$ cat config.mk
export PLATFORM = sky130hd
export DESIGN_NAME = assembly_line_encoder
export DESIGN_NICKNAME = d
export VERILOG_FILES = /design/src/ale_pkg.sv /design/src/ale_front.sv /design/src/ale_queue.sv /design/src/ale_back.sv /design/src/assembly_line_encoder.sv
export SDC_FILE = /design/constraint.sdc
export NUM_CORES = 1
export LEC_CHECK = 0
export ABC_CLOCK_PERIOD_IN_PS = 13300
export BUFFER_PORTS_ARGS = -buffer_cell sky130_fd_sc_hd__buf_2
export CAP_MARGIN = 10
export CORE_AREA = 2 2 285 217
export DETAILED_ROUTE_END_ITERATION = 8
export DIE_AREA = 0 0 287 219
export PLACE_DENSITY_LB_ADDON = 0.3
export SKIP_CTS_REPAIR_TIMING = 1
export SKIP_LAST_GASP = 1
export SYNTH_ARGS = -nofsm -noshare
export SYNTH_HDL_FRONTEND = slang
export SYNTH_SLANG_ARGS = --single-unit
$ cat constraint.sdc
create_clock -name aclk -period 13.3 [get_ports aclk]
set_input_delay 2.66 -clock aclk [delete_from_list [all_inputs] [get_ports aclk]]
set_output_delay 2.66 -clock aclk [all_outputs]
set_load 0.02 [all_outputs]
$ cat src/ale_pkg.sv
// shared constants, character codes and line record types for the assembly line encoder
package ale_pkg;

    localparam int LINE_CHARS  = 16;
    localparam int CNT_W       = $clog2(LINE_CHARS + 1);
    localparam int IDX_W       = $clog2(LINE_CHARS);
    localparam int QUEUE_DEPTH = 2;
    localparam int QPTR_W      = $clog2(QUEUE_DEPTH);
    localparam int QCNT_W      = $clog2(QUEUE_DEPTH + 1);

    // result status codes
    localparam logic [2:0] ST_ADDR    = 3'd0;
    localparam logic [2:0] ST_COMP    = 3'd1;
    localparam logic [2:0] ST_UNKNOWN = 3'd2;
    localparam logic [2:0] ST_SYMBOL  = 3'd3;
    localparam logic [2:0] ST_LONG    = 3'd4;

    // characters of interest
    localparam logic [7:0] CH_NL     = 8'd10;
    localparam logic [7:0] CH_SPACE  = 8'h20;
    localparam logic [7:0] CH_SLASH  = 8'h2F;
    localparam logic [7:0] CH_AT     = 8'h40;
    localparam logic [7:0] CH_LPAREN = 8'h28;
    localparam logic [7:0] CH_EQ     = 8'h3D;
    localparam logic [7:0] CH_SEMI   = 8'h3B;
    localparam logic [7:0] CH_ZERO   = 8'h30;
    localparam logic [7:0] CH_NINE   = 8'h39;

    // one finished line as handed from the front end to the back end
    typedef struct packed {
        logic [LINE_CHARS-1:0][7:0] text;
        logic [CNT_W-1:0]           count;
        logic                       overflow;
        logic                       eq_found;
        logic [IDX_W-1:0]           eq_pos;
        logic                       semi_any_found;
        logic [IDX_W-1:0]           semi_any_pos;
        logic                       semi_eq_found;
        logic [IDX_W-1:0]           semi_eq_pos;
        logic                       second_digit;
        logic                       all_digits;
        logic [15:0]                addr_value;
    } line_t;

    // a mnemonic segment, right aligned, zero filled
    typedef struct packed {
        logic        too_long;
        logic [1:0]  len;
        logic [23:0] text;
    } seg_t;

    typedef struct packed {
        logic [2:0]  kind;
        logic [15:0] addr_value;
        seg_t        dest;
        seg_t        comp;
        seg_t        jump;
    } split_t;

endpackage

$ cat src/ale_front.sv
// front end: takes characters, strips spaces and comments, gathers the line and its markers
module ale_front import ale_pkg::*; (
    input  logic       aclk,
    input  logic       aresetn,
    input  logic       char_valid,
    input  logic [7:0] char_data,
    input  logic       queue_full,
    output logic       char_ready,
    output logic       line_push,
    output line_t      line_out
);

    logic [7:0]       text_reg [LINE_CHARS];
    logic [CNT_W-1:0] count_reg, count_next;
    logic             comment_reg, comment_next;
    logic             overflow_reg, overflow_next;
    logic             eq_found_reg, eq_found_next;
    logic [IDX_W-1:0] eq_pos_reg, eq_pos_next;
    logic             semi_any_found_reg, semi_any_found_next;
    logic [IDX_W-1:0] semi_any_pos_reg, semi_any_pos_next;
    logic             semi_eq_found_reg, semi_eq_found_next;
    logic [IDX_W-1:0] semi_eq_pos_reg, semi_eq_pos_next;
    logic             second_digit_reg, second_digit_next;
    logic             all_digits_reg, all_digits_next;
    logic [15:0]      value_reg, value_next;

    logic             accept;
    logic             keep;
    logic             is_digit;
    logic [3:0]       digit;
    logic [7:0]       digit_diff;
    logic [IDX_W-1:0] idx;

    assign char_ready = !queue_full;
    assign accept     = char_valid && char_ready;
    assign idx        = count_reg[IDX_W-1:0];
    assign is_digit   = (char_data >= CH_ZERO) && (char_data <= CH_NINE);
    assign digit_diff = char_data - CH_ZERO;
    assign digit      = digit_diff[3:0];
    assign keep       = accept && (char_data != CH_NL) && !comment_reg
                        && (char_data != CH_SPACE) && (char_data != CH_SLASH)
                        && (count_reg < CNT_W'(LINE_CHARS));
    assign line_push  = accept && (char_data == CH_NL)
                        && ((count_reg != '0) || overflow_reg);

    always_comb begin
        count_next          = count_reg;
        comment_next        = comment_reg;
        overflow_next       = overflow_reg;
        eq_found_next       = eq_found_reg;
        eq_pos_next         = eq_pos_reg;
        semi_any_found_next = semi_any_found_reg;
        semi_any_pos_next   = semi_any_pos_reg;
        semi_eq_found_next  = semi_eq_found_reg;
        semi_eq_pos_next    = semi_eq_pos_reg;
        second_digit_next   = second_digit_reg;
        all_digits_next     = all_digits_reg;
        value_next          = value_reg;
        if (accept) begin
            if (char_data == CH_NL) begin
                count_next          = '0;
                comment_next        = 1'b0;
                overflow_next       = 1'b0;
                eq_found_next       = 1'b0;
                semi_any_found_next = 1'b0;
                semi_eq_found_next  = 1'b0;
                second_digit_next   = 1'b0;
                all_digits_next     = 1'b1;
                value_next          = '0;
            end else if (comment_reg || char_data == CH_SPACE) begin
                comment_next = comment_reg;
            end else if (char_data == CH_SLASH) begin
                comment_next = 1'b1;
            end else if (count_reg < CNT_W'(LINE_CHARS)) begin
                count_next = count_reg + CNT_W'(1);
                if (!eq_found_reg && char_data == CH_EQ) begin
                    eq_found_next = 1'b1;
                    eq_pos_next   = idx;
                end
                if (!semi_any_found_reg && char_data == CH_SEMI) begin
                    semi_any_found_next = 1'b1;
                    semi_any_pos_next   = idx;
                end
                // once a '=' has been seen, only a ';' after it splits comp from jump
                if (eq_found_reg && !semi_eq_found_reg && char_data == CH_SEMI) begin
                    semi_eq_found_next = 1'b1;
                    semi_eq_pos_next   = idx;
                end
                if (count_reg != '0) begin
                    if (is_digit) begin
                        value_next = (value_reg << 3) + (value_reg << 1) + {12'h000, digit};
                    end else begin
                        all_digits_next = 1'b0;
                    end
                    if (count_reg == CNT_W'(1)) begin
                        second_digit_next = is_digit;
                    end
                end
            end else begin
                overflow_next = 1'b1;
            end
        end
    end

    always_ff @(posedge aclk) begin
        if (!aresetn) begin
            count_reg          <= '0;
            comment_reg        <= 1'b0;
            overflow_reg       <= 1'b0;
            eq_found_reg       <= 1'b0;
            eq_pos_reg         <= '0;
            semi_any_found_reg <= 1'b0;
            semi_any_pos_reg   <= '0;
            semi_eq_found_reg  <= 1'b0;
            semi_eq_pos_reg    <= '0;
            second_digit_reg   <= 1'b0;
            all_digits_reg     <= 1'b1;
            value_reg          <= '0;
        end else begin
            count_reg          <= count_next;
            comment_reg        <= comment_next;
            overflow_reg       <= overflow_next;
            eq_found_reg       <= eq_found_next;
            eq_pos_reg         <= eq_pos_next;
            semi_any_found_reg <= semi_any_found_next;
            semi_any_pos_reg   <= semi_any_pos_next;
            semi_eq_found_reg  <= semi_eq_found_next;
            semi_eq_pos_reg    <= semi_eq_pos_next;
            second_digit_reg   <= second_digit_next;
            all_digits_reg     <= all_digits_next;
            value_reg          <= value_next;
        end
    end

    // line store, written at the fill position, no reset
    always_ff @(posedge aclk) begin
        if (keep) begin
            text_reg[idx] <= char_data;
        end
    end

    always_comb begin
        for (int i = 0; i < LINE_CHARS; i++) begin
            line_out.text[i] = text_reg[i];
        end
        line_out.count          = count_reg;
        line_out.overflow       = overflow_reg;
        line_out.eq_found       = eq_found_reg;
        line_out.eq_pos         = eq_pos_reg;
        line_out.semi_any_found = semi_any_found_reg;
        line_out.semi_any_pos   = semi_any_pos_reg;
        line_out.semi_eq_found  = semi_eq_found_reg;
        line_out.semi_eq_pos    = semi_eq_pos_reg;
        line_out.second_digit   = second_digit_reg;
        line_out.all_digits     = all_digits_reg;
        line_out.addr_value     = value_reg;
    end

endmodule

$ cat src/ale_queue.sv
// short queue of finished lines between front end and back end
module ale_queue import ale_pkg::*; (
    input  logic  aclk,
    input  logic  aresetn,
    input  logic  push,
    input  line_t push_data,
    output logic  full,
    output logic  pop_valid,
    input  logic  pop_ready,
    output line_t pop_data
);

    line_t             mem [QUEUE_DEPTH];
    logic [QPTR_W-1:0] wr_ptr_reg, wr_ptr_next;
    logic [QPTR_W-1:0] rd_ptr_reg, rd_ptr_next;
    logic [QCNT_W-1:0] fill_reg, fill_next;
    logic              do_push, do_pop;

    assign full      = (fill_reg == QCNT_W'(QUEUE_DEPTH));
    assign pop_valid = (fill_reg != '0);
    assign do_push   = push && !full;
    assign do_pop    = pop_valid && pop_ready;
    assign pop_data  = mem[rd_ptr_reg];

    always_comb begin
        wr_ptr_next = wr_ptr_reg;
        rd_ptr_next = rd_ptr_reg;
        fill_next   = fill_reg;
        if (do_push) begin
            wr_ptr_next = (wr_ptr_reg == QPTR_W'(QUEUE_DEPTH - 1)) ? '0
                          : wr_ptr_reg + QPTR_W'(1);
        end
        if (do_pop) begin
            rd_ptr_next = (rd_ptr_reg == QPTR_W'(QUEUE_DEPTH - 1)) ? '0
                          : rd_ptr_reg + QPTR_W'(1);
        end
        case ({do_push, do_pop})
            2'b10:   fill_next = fill_reg + QCNT_W'(1);
            2'b01:   fill_next = fill_reg - QCNT_W'(1);
            default: fill_next = fill_reg;
        endcase
    end

    always_ff @(posedge aclk) begin
        if (!aresetn) begin
            wr_ptr_reg <= '0;
            rd_ptr_reg <= '0;
            fill_reg   <= '0;
        end else begin
            wr_ptr_reg <= wr_ptr_next;
            rd_ptr_reg <= rd_ptr_next;
            fill_reg   <= fill_next;
        end
    end

    always_ff @(posedge aclk) begin
        if (do_push) begin
            mem[wr_ptr_reg] <= push_data;
        end
    end

endmodule

$ cat src/ale_back.sv
// back end: splits a line into its parts, looks up the mnemonics and builds the word
module ale_back import ale_pkg::*; (
    input  logic        aclk,
    input  logic        aresetn,
    input  logic        line_valid,
    output logic        line_ready,
    input  line_t       line_in,
    output logic        out_valid,
    input  logic        out_ready,
    output logic [15:0] out_word,
    output logic [2:0]  out_status
);

    function automatic seg_t extract(input logic [LINE_CHARS-1:0][7:0] text,
                                     input logic [CNT_W-1:0] start,
                                     input logic [CNT_W-1:0] len);
        seg_t       s;
        logic [7:0] b [3];
        logic [CNT_W:0] p;
        for (int k = 0; k < 3; k++) begin
            p    = {1'b0, start} + (CNT_W + 1)'(k);
            b[k] = (p < (CNT_W + 1)'(LINE_CHARS)) ? text[p[IDX_W-1:0]] : 8'h00;
        end
        s.too_long = (len > CNT_W'(3));
        s.len      = len[1:0];
        case (len[1:0])
            2'd0:    s.text = 24'h000000;
            2'd1:    s.text = {16'h0000, b[0]};
            2'd2:    s.text = {8'h00, b[0], b[1]};
            default: s.text = {b[0], b[1], b[2]};
        endcase
        return s;
    endfunction

    // {ok, code}
    function automatic logic [7:0] comp_code(input seg_t s);
        logic [7:0] r;
        unique case ({s.len, s.text})
            {2'd1, 24'("0")}:   r = {1'b1, 7'h2A};
            {2'd1, 24'("1")}:   r = {1'b1, 7'h3F};
            {2'd2, 24'("-1")}:  r = {1'b1, 7'h3A};
            {2'd1, 24'("D")}:   r = {1'b1, 7'h0C};
            {2'd1, 24'("A")}:   r = {1'b1, 7'h30};
            {2'd2, 24'("!D")}:  r = {1'b1, 7'h0D};
            {2'd2, 24'("!A")}:  r = {1'b1, 7'h31};
            {2'd2, 24'("-D")}:  r = {1'b1, 7'h0F};
            {2'd2, 24'("-A")}:  r = {1'b1, 7'h33};
            {2'd3, 24'("D+1")}: r = {1'b1, 7'h1F};
            {2'd3, 24'("A+1")}: r = {1'b1, 7'h37};
            {2'd3, 24'("D-1")}: r = {1'b1, 7'h0E};
            {2'd3, 24'("A-1")}: r = {1'b1, 7'h32};
            {2'd3, 24'("D+A")}: r = {1'b1, 7'h02};
            {2'd3, 24'("D-A")}: r = {1'b1, 7'h13};
            {2'd3, 24'("A-D")}: r = {1'b1, 7'h07};
            {2'd3, 24'("D&A")}: r = {1'b1, 7'h00};
            {2'd3, 24'("D|A")}: r = {1'b1, 7'h15};
            {2'd1, 24'("M")}:   r = {1'b1, 7'h70};
            {2'd2, 24'("!M")}:  r = {1'b1, 7'h71};
            {2'd2, 24'("-M")}:  r = {1'b1, 7'h73};
            {2'd3, 24'("M+1")}: r = {1'b1, 7'h77};
            {2'd3, 24'("M-1")}: r = {1'b1, 7'h72};
            {2'd3, 24'("D+M")}: r = {1'b1, 7'h42};
            {2'd3, 24'("D-M")}: r = {1'b1, 7'h53};
            {2'd3, 24'("M-D")}: r = {1'b1, 7'h47};
            {2'd3, 24'("D&M")}: r = {1'b1, 7'h40};
            {2'd3, 24'("D|M")}: r = {1'b1, 7'h55};
            default:            r = 8'h00;
        endcase
        return s.too_long ? 8'h00 : r;
    endfunction

    function automatic logic [3:0] dest_code(input seg_t s);
        logic [3:0] r;
        unique case ({s.len, s.text})
            {2'd0, 24'h000000}: r = 4'b1_000;
            {2'd1, 24'("M")}:   r = 4'b1_001;
            {2'd1, 24'("D")}:   r = 4'b1_010;
            {2'd2, 24'("MD")}:  r = 4'b1_011;
            {2'd1, 24'("A")}:   r = 4'b1_100;
            {2'd2, 24'("AM")}:  r = 4'b1_101;
            {2'd2, 24'("AD")}:  r = 4'b1_110;
            {2'd3, 24'("AMD")}: r = 4'b1_111;
            default:            r = 4'b0_000;
        endcase
        return s.too_long ? 4'b0_000 : r;
    endfunction

    function automatic logic [3:0] jump_code(input seg_t s);
        logic [3:0] r;
        unique case ({s.len, s.text})
            {2'd0, 24'h000000}: r = 4'b1_000;
            {2'd3, 24'("JGT")}: r = 4'b1_001;
            {2'd3, 24'("JEQ")}: r = 4'b1_010;
            {2'd3, 24'("JGE")}: r = 4'b1_011;
            {2'd3, 24'("JLT")}: r = 4'b1_100;
            {2'd3, 24'("JNE")}: r = 4'b1_101;
            {2'd3, 24'("JLE")}: r = 4'b1_110;
            {2'd3, 24'("JMP")}: r = 4'b1_111;
            default:            r = 4'b0_000;
        endcase
        return s.too_long ? 4'b0_000 : r;
    endfunction

    logic        split_valid_reg;
    split_t      split_reg, split_next;
    logic        out_valid_reg;
    logic [15:0] word_reg, word_next;
    logic [2:0]  status_reg, status_next;
    logic        out_free, split_free;

    logic [CNT_W-1:0] n, eq_at, cstart, semi, jstart;
    logic [7:0]       c_res;
    logic [3:0]       d_res, j_res;

    assign out_free   = !out_valid_reg || out_ready;
    assign split_free = !split_valid_reg || out_free;
    assign line_ready = split_free;

    // stage 1: locate dest, comp and jump, classify the line
    always_comb begin
        n      = line_in.count;
        eq_at  = line_in.eq_found ? CNT_W'(line_in.eq_pos) : '0;
        cstart = line_in.eq_found ? CNT_W'(line_in.eq_pos) + CNT_W'(1) : '0;
        if (line_in.eq_found) begin
            semi = line_in.semi_eq_found ? CNT_W'(line_in.semi_eq_pos) : n;
        end else begin
            semi = line_in.semi_any_found ? CNT_W'(line_in.semi_any_pos) : n;
        end
        jstart = (semi < n) ? semi + CNT_W'(1) : n;

        split_next.addr_value = line_in.addr_value;
        split_next.dest       = extract(line_in.text, '0, eq_at);
        split_next.comp       = extract(line_in.text, cstart, semi - cstart);
        split_next.jump       = extract(line_in.text, jstart, n - jstart);
        if (line_in.overflow) begin
            split_next.kind = ST_LONG;
        end else if (line_in.text[0] == CH_LPAREN) begin
            split_next.kind = ST_SYMBOL;
        end else if (line_in.text[0] == CH_AT) begin
            if (n < CNT_W'(2) || !line_in.second_digit) begin
                split_next.kind = ST_SYMBOL;
            end else if (!line_in.all_digits) begin
                split_next.kind = ST_UNKNOWN;
            end else begin
                split_next.kind = ST_ADDR;
            end
        end else begin
            split_next.kind = ST_COMP;
        end
    end

    // stage 2: table lookups and word assembly
    always_comb begin
        c_res = comp_code(split_reg.comp);
        d_res = dest_code(split_reg.dest);
        j_res = jump_code(split_reg.jump);
        word_next   = 16'h0000;
        status_next = split_reg.kind;
        if (split_reg.kind == ST_COMP) begin
            if (c_res[7] && d_res[3] && j_res[3]) begin
                word_next = {3'b111, c_res[6:0], d_res[2:0], j_res[2:0]};
            end else begin
                status_next = ST_UNKNOWN;
            end
        end else if (split_reg.kind == ST_ADDR) begin
            word_next = split_reg.addr_value;
        end
    end

    always_ff @(posedge aclk) begin
        if (!aresetn) begin
            split_valid_reg <= 1'b0;
            out_valid_reg   <= 1'b0;
        end else begin
            if (split_free) begin
                split_valid_reg <= line_valid;
            end
            if (out_free) begin
                out_valid_reg <= split_valid_reg;
            end
        end
    end

    always_ff @(posedge aclk) begin
        if (split_free && line_valid) begin
            split_reg <= split_next;
        end
        if (out_free && split_valid_reg) begin
            word_reg   <= word_next;
            status_reg <= status_next;
        end
    end

    assign out_valid  = out_valid_reg;
    assign out_word   = word_reg;
    assign out_status = status_reg;

endmodule

$ cat src/assembly_line_encoder.sv
// top level of the assembly line encoder: front end, line queue and back end
//
// usage
//   s_ channel: one source character per transfer, 10 ends a line; spaces are
//   dropped and '/' turns the rest of the line into a comment
//   m_ channel: one transfer per non-empty line, carrying the 16-bit machine
//   word in m_tdata and the status code in m_tuser (0 address, 1 compute,
//   2 unknown mnemonic, 3 symbol or label, 4 line too long; word 0 unless
//   status is 0 or 1)
// throughput: one character per cycle while the line queue is not full; the
//   back end takes one line per cycle while its output is not stalled
// path: after the transfer of its newline a line passes the queue write,
//   the split stage and the output register, which then holds its result
// stall: while m_tready is low the result is held; the two-entry line queue
//   keeps taking characters until it is full, then s_tready drops
// reset: aresetn, synchronous and active low, empties the queue and the
//   pipeline and starts a fresh line; the line store itself is not cleared
module assembly_line_encoder import ale_pkg::*; (
    input  logic        aclk,
    input  logic        aresetn,
    // input channel
    input  logic        s_tvalid,
    output logic        s_tready,
    input  logic [7:0]  s_tdata,   // [7:0] character
    // result channel
    output logic        m_tvalid,
    input  logic        m_tready,
    output logic [15:0] m_tdata,   // [15:0] machine_word
    output logic [2:0]  m_tuser    // [2:0] status
);

    // front end to queue
    logic  line_push;
    line_t line_push_data;
    logic  queue_full;

    // queue to back end
    logic  line_valid;
    logic  line_ready;
    line_t line_data;

    // gathers a line a character at a time
    ale_front u_front (
        .aclk       (aclk),
        .aresetn    (aresetn),
        .char_valid (s_tvalid),
        .char_data  (s_tdata),
        .queue_full (queue_full),
        .char_ready (s_tready),
        .line_push  (line_push),
        .line_out   (line_push_data)
    );

    // finished lines wait here so a stalled receiver does not stop the input at once
    ale_queue u_queue (
        .aclk      (aclk),
        .aresetn   (aresetn),
        .push      (line_push),
        .push_data (line_push_data),
        .full      (queue_full),
        .pop_valid (line_valid),
        .pop_ready (line_ready),
        .pop_data  (line_data)
    );

    // encodes one line per cycle into the output register while the output is not stalled
    ale_back u_back (
        .aclk       (aclk),
        .aresetn    (aresetn),
        .line_valid (line_valid),
        .line_ready (line_ready),
        .line_in    (line_data),
        .out_valid  (m_tvalid),
        .out_ready  (m_tready),
        .out_word   (m_tdata),
        .out_status (m_tuser)
    );

endmodule

* After elaboration in Yosys (flattened, before gate mapping)
Memory sizes are Yosys's and may differ from the RTL's. A register that Yosys moved wholly into a read port is not among the register bits.
Cells that the tools add are included.
** Cells by class
- Add/sub/neg operators :: 16
- $lt $le $gt $ge :: 20
- Equality and inequality tests :: 67
- Multiplexer cells :: 95
- Bitwise operators :: 3
- Reduce and logical (&&, ||, !) cells :: 60
** Operator list (count)
- $eq 26x26->1 const B :: 34
- $pmux 8 s28 :: 1
- $pmux 24 s3 :: 3
- $eq 26x25->1 const B :: 8
- $bmux 8 s4 :: 6
- $mux 16 :: 9
- $mux 8 :: 13
- $pmux 4 s8 :: 2
- $logic_not 26->1 :: 2
- $mux 5 :: 9
- $mux 1 :: 42
- $eq 8x6->1 const B :: 5
- $reduce_and 6->1 :: 6
- $lt 4x5->1 const B :: 6
- $lt 6x5->1 const B :: 4
- $reduce_bool 2->1 :: 10
- $logic_and 1x1->1 :: 18
- $add 16x16->16 :: 1
- $add 16x4->16 :: 1
- $ne 8x6->1 const B :: 2
- $gt 5x2->1 const B :: 3
- $lt 5x5->1 const B :: 3
- $mux 3 :: 5
- $reduce_and 5->1 :: 3
- other kinds (33) :: 65
** Storage, ports and cells
- Flip-flop bits (word level) :: 165
- RAM bits :: 462
- Input bits :: 12
- Output and inout port bits :: 21
- Word-level logic and storage cells :: 293
- Memories kept :: 2
** Memories
- u_queue.mem :: words 2, width 167, read ports 1, clocked after Yosys merged registers in 1, write ports 1, RTL line ale_queue.sv:13 : line_t mem [QUEUE_DEPTH];
- u_front.text_reg :: words 16, width 8, read ports 16, clocked after Yosys merged registers in 0, write ports 1, RTL line ale_front.sv:13 : logic [7:0] text_reg [LINE_CHARS];

* Logic depth before layout (Yosys ltp)
- Depth after elaboration :: 10
- Mapped depth :: 25
- Gate-level depth less buffers :: 19

* Hierarchy
Synthesis repeated with hierarchy kept, for this count alone.
** Second synthesis, totals
- Cell total of the unflattened synthesis :: 2387
- Area, all modules :: 32239.7 µm²
** Modules (own cells, without submodules)
- ale_back :: times used 1, cells an instance 1391, area an instance 13324.0 µm², sequential area each 3613.5 µm²
- ale_queue :: times used 1, cells an instance 546, area an instance 12288.0 µm², sequential area each 10129.7 µm²
- ale_front :: times used 1, cells an instance 450, area an instance 6627.6 µm², sequential area each 4644.5 µm²

* Worst setup path after synthesis
OpenSTA, ideal clock, no wires.
- Path kind :: input port to flip-flop
- From :: input port s_tdata[0]
- To :: memory u_queue.mem[0][0] in the netlist's numbering (enable)
- Library setup time :: 0.699 ns
- Data arrival time :: 11.260 ns
- Data required time :: 12.601 ns
- Path slack :: 1.342 ns
- Stages :: 4
- Path buffers :: 0
- Cells stage by stage :: or4_1 -> nor4_1 -> o211ai_1 -> nor2_1
** Between the ends
- Word-level cells in the longest chain between the ends :: 6
** RTL lines
- from (decl) :: RTL line assembly_line_encoder.sv:24 : input logic [7:0] s_tdata,
- $eq 8x4->1 :: RTL line ale_front.sv:43 : assign line_push = accept && (char_data == CH_NL)
- $logic_and 1x1->1 :: RTL line ale_front.sv:43
- $logic_and 1x1->1 :: RTL line ale_front.sv:44 : && ((count_reg != '0) || overflow_reg);
- $logic_and 1x1->1 :: RTL line ale_queue.sv:21 : assign do_push = push && !full;
- $mux 1 :: RTL line ale_queue.sv:57 : if (do_push) begin
- $mux 1 (not written as such) :: RTL line ale_queue.sv:58 : mem[wr_ptr_reg] <= push_data;
- to (decl) :: RTL line ale_queue.sv:13
Every way passes these cells.

==> flow_metrics.env <==
export IMPL_status="finished clean"
export IMPL_async_flop_share_pct=0
export IMPL_path_max_fanout=59
export IMPL_synth_avg_cell_area_um2=11.7
export IMPL_clk_latency_ns=0.64
export IMPL_vias=24900
export IMPL_yosysMostFrequentCell="edfxtp_1"
export IMPL_htree_levels=2
export IMPL_ant_nets=0
export IMPL_rows=78
export IMPL_grt_pass1_wl_um=159000
export IMPL_clk_pin_slew_ns=0.06
export IMPL_cts_root_buffer="clkbuf_16"
export IMPL_netlist_instances=2806
export IMPL_worstSetupEndpointType="flop"
export IMPL_final_hold_viol_count=0
export IMPL_portBuffers=32
export IMPL_die_w_um=287
export IMPL_grt_max_degree=168
export IMPL_period_needed_ns=7.13
export IMPL_min_delay_worst_endpoint="u_queue.mem[0][50]"
export IMPL_hp_class="flop to flop"
export IMPL_ys_warnings_count=0
export IMPL_rsz0062_at_grt="false"
export IMPL_p_leak_nw=11.9
export IMPL_r2r_end="u_back.split_reg[5]"
export IMPL_core_area_um2=59900
export IMPL_antenna_found_initial=5
export IMPL_ys_seq_elements=628
export IMPL_start_kind="flop"
export IMPL_whs_ns=0.437
export IMPL_synthDistinctLibCells=98
export IMPL_final_setup_tns_ns=0
export IMPL_cap_viol_max_count=0
export IMPL_nNetsFinal=2875
export IMPL_dieArea_um2=62900
export IMPL_drc_errors=0
export IMPL_slew_headroom_pct=8.17
export IMPL_cp_arrival_ns=7.49
export IMPL_clock_fmax_ghz=0.140
export IMPL_setup_violations_final=0
export IMPL_tritoncts="built"
export IMPL_worst_slew_pin_slew_ns=1.36
export IMPL_required_ns=13.66
export IMPL_grt_pass1_vias=23100
export IMPL_avgRoutedWirePerCell_um=30.2
export IMPL_pwr_density_cell_nw_per_um2=223
export IMPL_clock_sinks=628
export IMPL_drtIter0Drc=3509
export IMPL_clk_path_buf_depth=3
export IMPL_irDropWorstVdd_v=0.000172
export IMPL_min_path_cells=0
export IMPL_yosysTopAreaCell="edfxtp_1"
export IMPL_yosysTopAreaCellShare_pct=53.3
export IMPL_syn_area_um2=32700
export IMPL_largest_reg_flops=334
export IMPL_synth_top_cells_by_area="edfxtp_1, mux2i_1, nand2_1, mux2_2, dfxtp_1"
export IMPL_p_total_w=0.00801
export IMPL_layout_drive_gt1_share_pct=14.2
export IMPL_crit_type="flop to flop"
export IMPL_hold_start="u_front.text_reg[1][3]"
export IMPL_first_pass_iters=7
export IMPL_start_util_pct=54.7
export IMPL_gr_total_overflow=0
export IMPL_cts_buffers=56
export IMPL_routabilityCongestion=1.09
export IMPL_die_y_um=219
export IMPL_finalMaxSlewViolations=0
export IMPL_fill_cells=4764
export IMPL_via_per_inst=6.80
export IMPL_synth_flop_cell="edfxtp_1"
export IMPL_synth_edf_count=581
export IMPL_period_share_pct=53.6
export IMPL_r2r_setup_slack_ns=6.17
export IMPL_area_delta_synth_final_pct=9.39
export IMPL_skew_ns=0.0308
export IMPL_dp_hpwl_um=78700
export IMPL_io_pins=33
export IMPL_ff2ff_path_depth=16
export IMPL_synth_common_cells="edfxtp_1, nand2_1, nor2_1"
export IMPL_wl_um=111000
export IMPL_grt_total_usage_pct=35.1
export IMPL_syn_num_nets=2867
export IMPL_ys_seq_area_share_pct=56.1
[worst max path at each step]
stage                               end  slack (ns)  cells past startpoint       start
detailed placement  u_back.split_reg[5]        6.44                     16        flop
finish              u_back.split_reg[5]        6.17                     16        flop
floorplan             u_queue.mem[0][0]        1.34                      4  s_tdata[0]
global placement    u_back.split_reg[5]        6.60                     16        flop
CTS                 u_back.split_reg[5]        6.41                     16        flop
global route        u_back.split_reg[5]        5.95                     16        flop
[through the flow]
stage / instances / area (um^2) / worst slack (ns) / utilization [%]
after floorplan: 2806 / 32700 / 1.34 / -
after global placement: 3554 / 34000 / 6.60 / 56.7
after detailed placement: 3555 / 34000 / 6.44 / 56.8
after CTS: 3658 / 35800 / 6.41 / 59.8
after global routing: 3659 / 35800 / 5.95 / 59.8
final: 3663 / 35800 / 6.17 / 59.8
[per-layer routing]
| layer | share of wire, % | track usage, % | wire [um] | vias to the layer above |
|---|---|---|---|---|
| met5 | 0.031 | 0 | 34 | - |
| met3 | 14 | 11.9 | 15400 | 208 |
| met4 | 2.8 | 10.1 | 3150 | 4 |
| met2 | 39 | 45.4 | 43100 | 1631 |
| met1 | 44 | 54.8 | 49000 | 12200 |
| li1 | - | - | - | 10800 |
[cell usage in the layout (no fill, tap or decap), types with 23 or more instances in the layout]
cell type and count:
a311oi_1 24, mux4_2 35, mux2i_1 184, nand2_1 309
buf_2 32, o21ai_0 120, ha_1 46, nor3_1 64
a31oi_1 56, mux2_2 95, nand3_1 91, edfxtp_1 581
a211oi_1 101, nor2b_1 37, clkbuf_16 57, dfxtp_1 46
nand4_1 23, buf_4 94, nor2_1 225, o211ai_1 56
inv_1 48, a21oi_1 97
[critical path, cell delays in order (launching register included)]
cell      delay [ns]
dfxtp_4         0.65
mux2_4          0.45
inv_2           0.48
a211oi_4        0.15
nor3_1          0.36
nor2_1          0.12
ha_1            0.35
a211o_1         0.35
a21oi_1         0.44
nand3_1         0.80
nand2_2         0.50
buf_4           0.63
nand2_1         0.37
o32ai_1         0.36
o22a_1          0.28
o32ai_1         0.11
or3_1           0.38
[layout make-up]
class | instances | area [um^2] | share of cell area [%]
Antenna cell | 4 | 10.0 | 0.0279
Clock buffer | 68 | 1480 | 4.12
Clock inverter | 35 | 320 | 0.894
Inverter | 56 | 216 | 0.604
Multi-Input combinational cell | 1945 | 13500 | 37.7
Sequential cell | 628 | 18400 | 51.3
Tap cell | 800 | 1000 | 2.79
Timing Repair Buffer | 127 | 886 | 2.47
[kinds of logic (layout without fill, tap and decap cells)]
family	count (synthesis)	count (layout)	synth area share, %
other	0	4	0
AO/OA/AOI/OAI	651	651	13.8
XOR/XNOR	34	34	0.932
adder cells (fa/ha/maj)	49	49	1.94
buffers and inverters	233	286	3.03
multiplexers	329	329	11.8
AND/OR/NAND/NOR	882	882	12.3
flip-flops	628	628	56.1
[where the power goes]
group | switching [W] | total (W) | internal [W] | leakage, nW
Clock | 0.000715 | 0.00159 | 0.000872 | 0.866
Combinational | 0.00275 | 0.00404 | 0.00130 | 5.39
Sequential | 0.0000734 | 0.00238 | 0.00230 | 5.61
Total | 0.00353 | 0.00801 | 0.00447 | 11.9
Power figures use the tool's default switching activity.
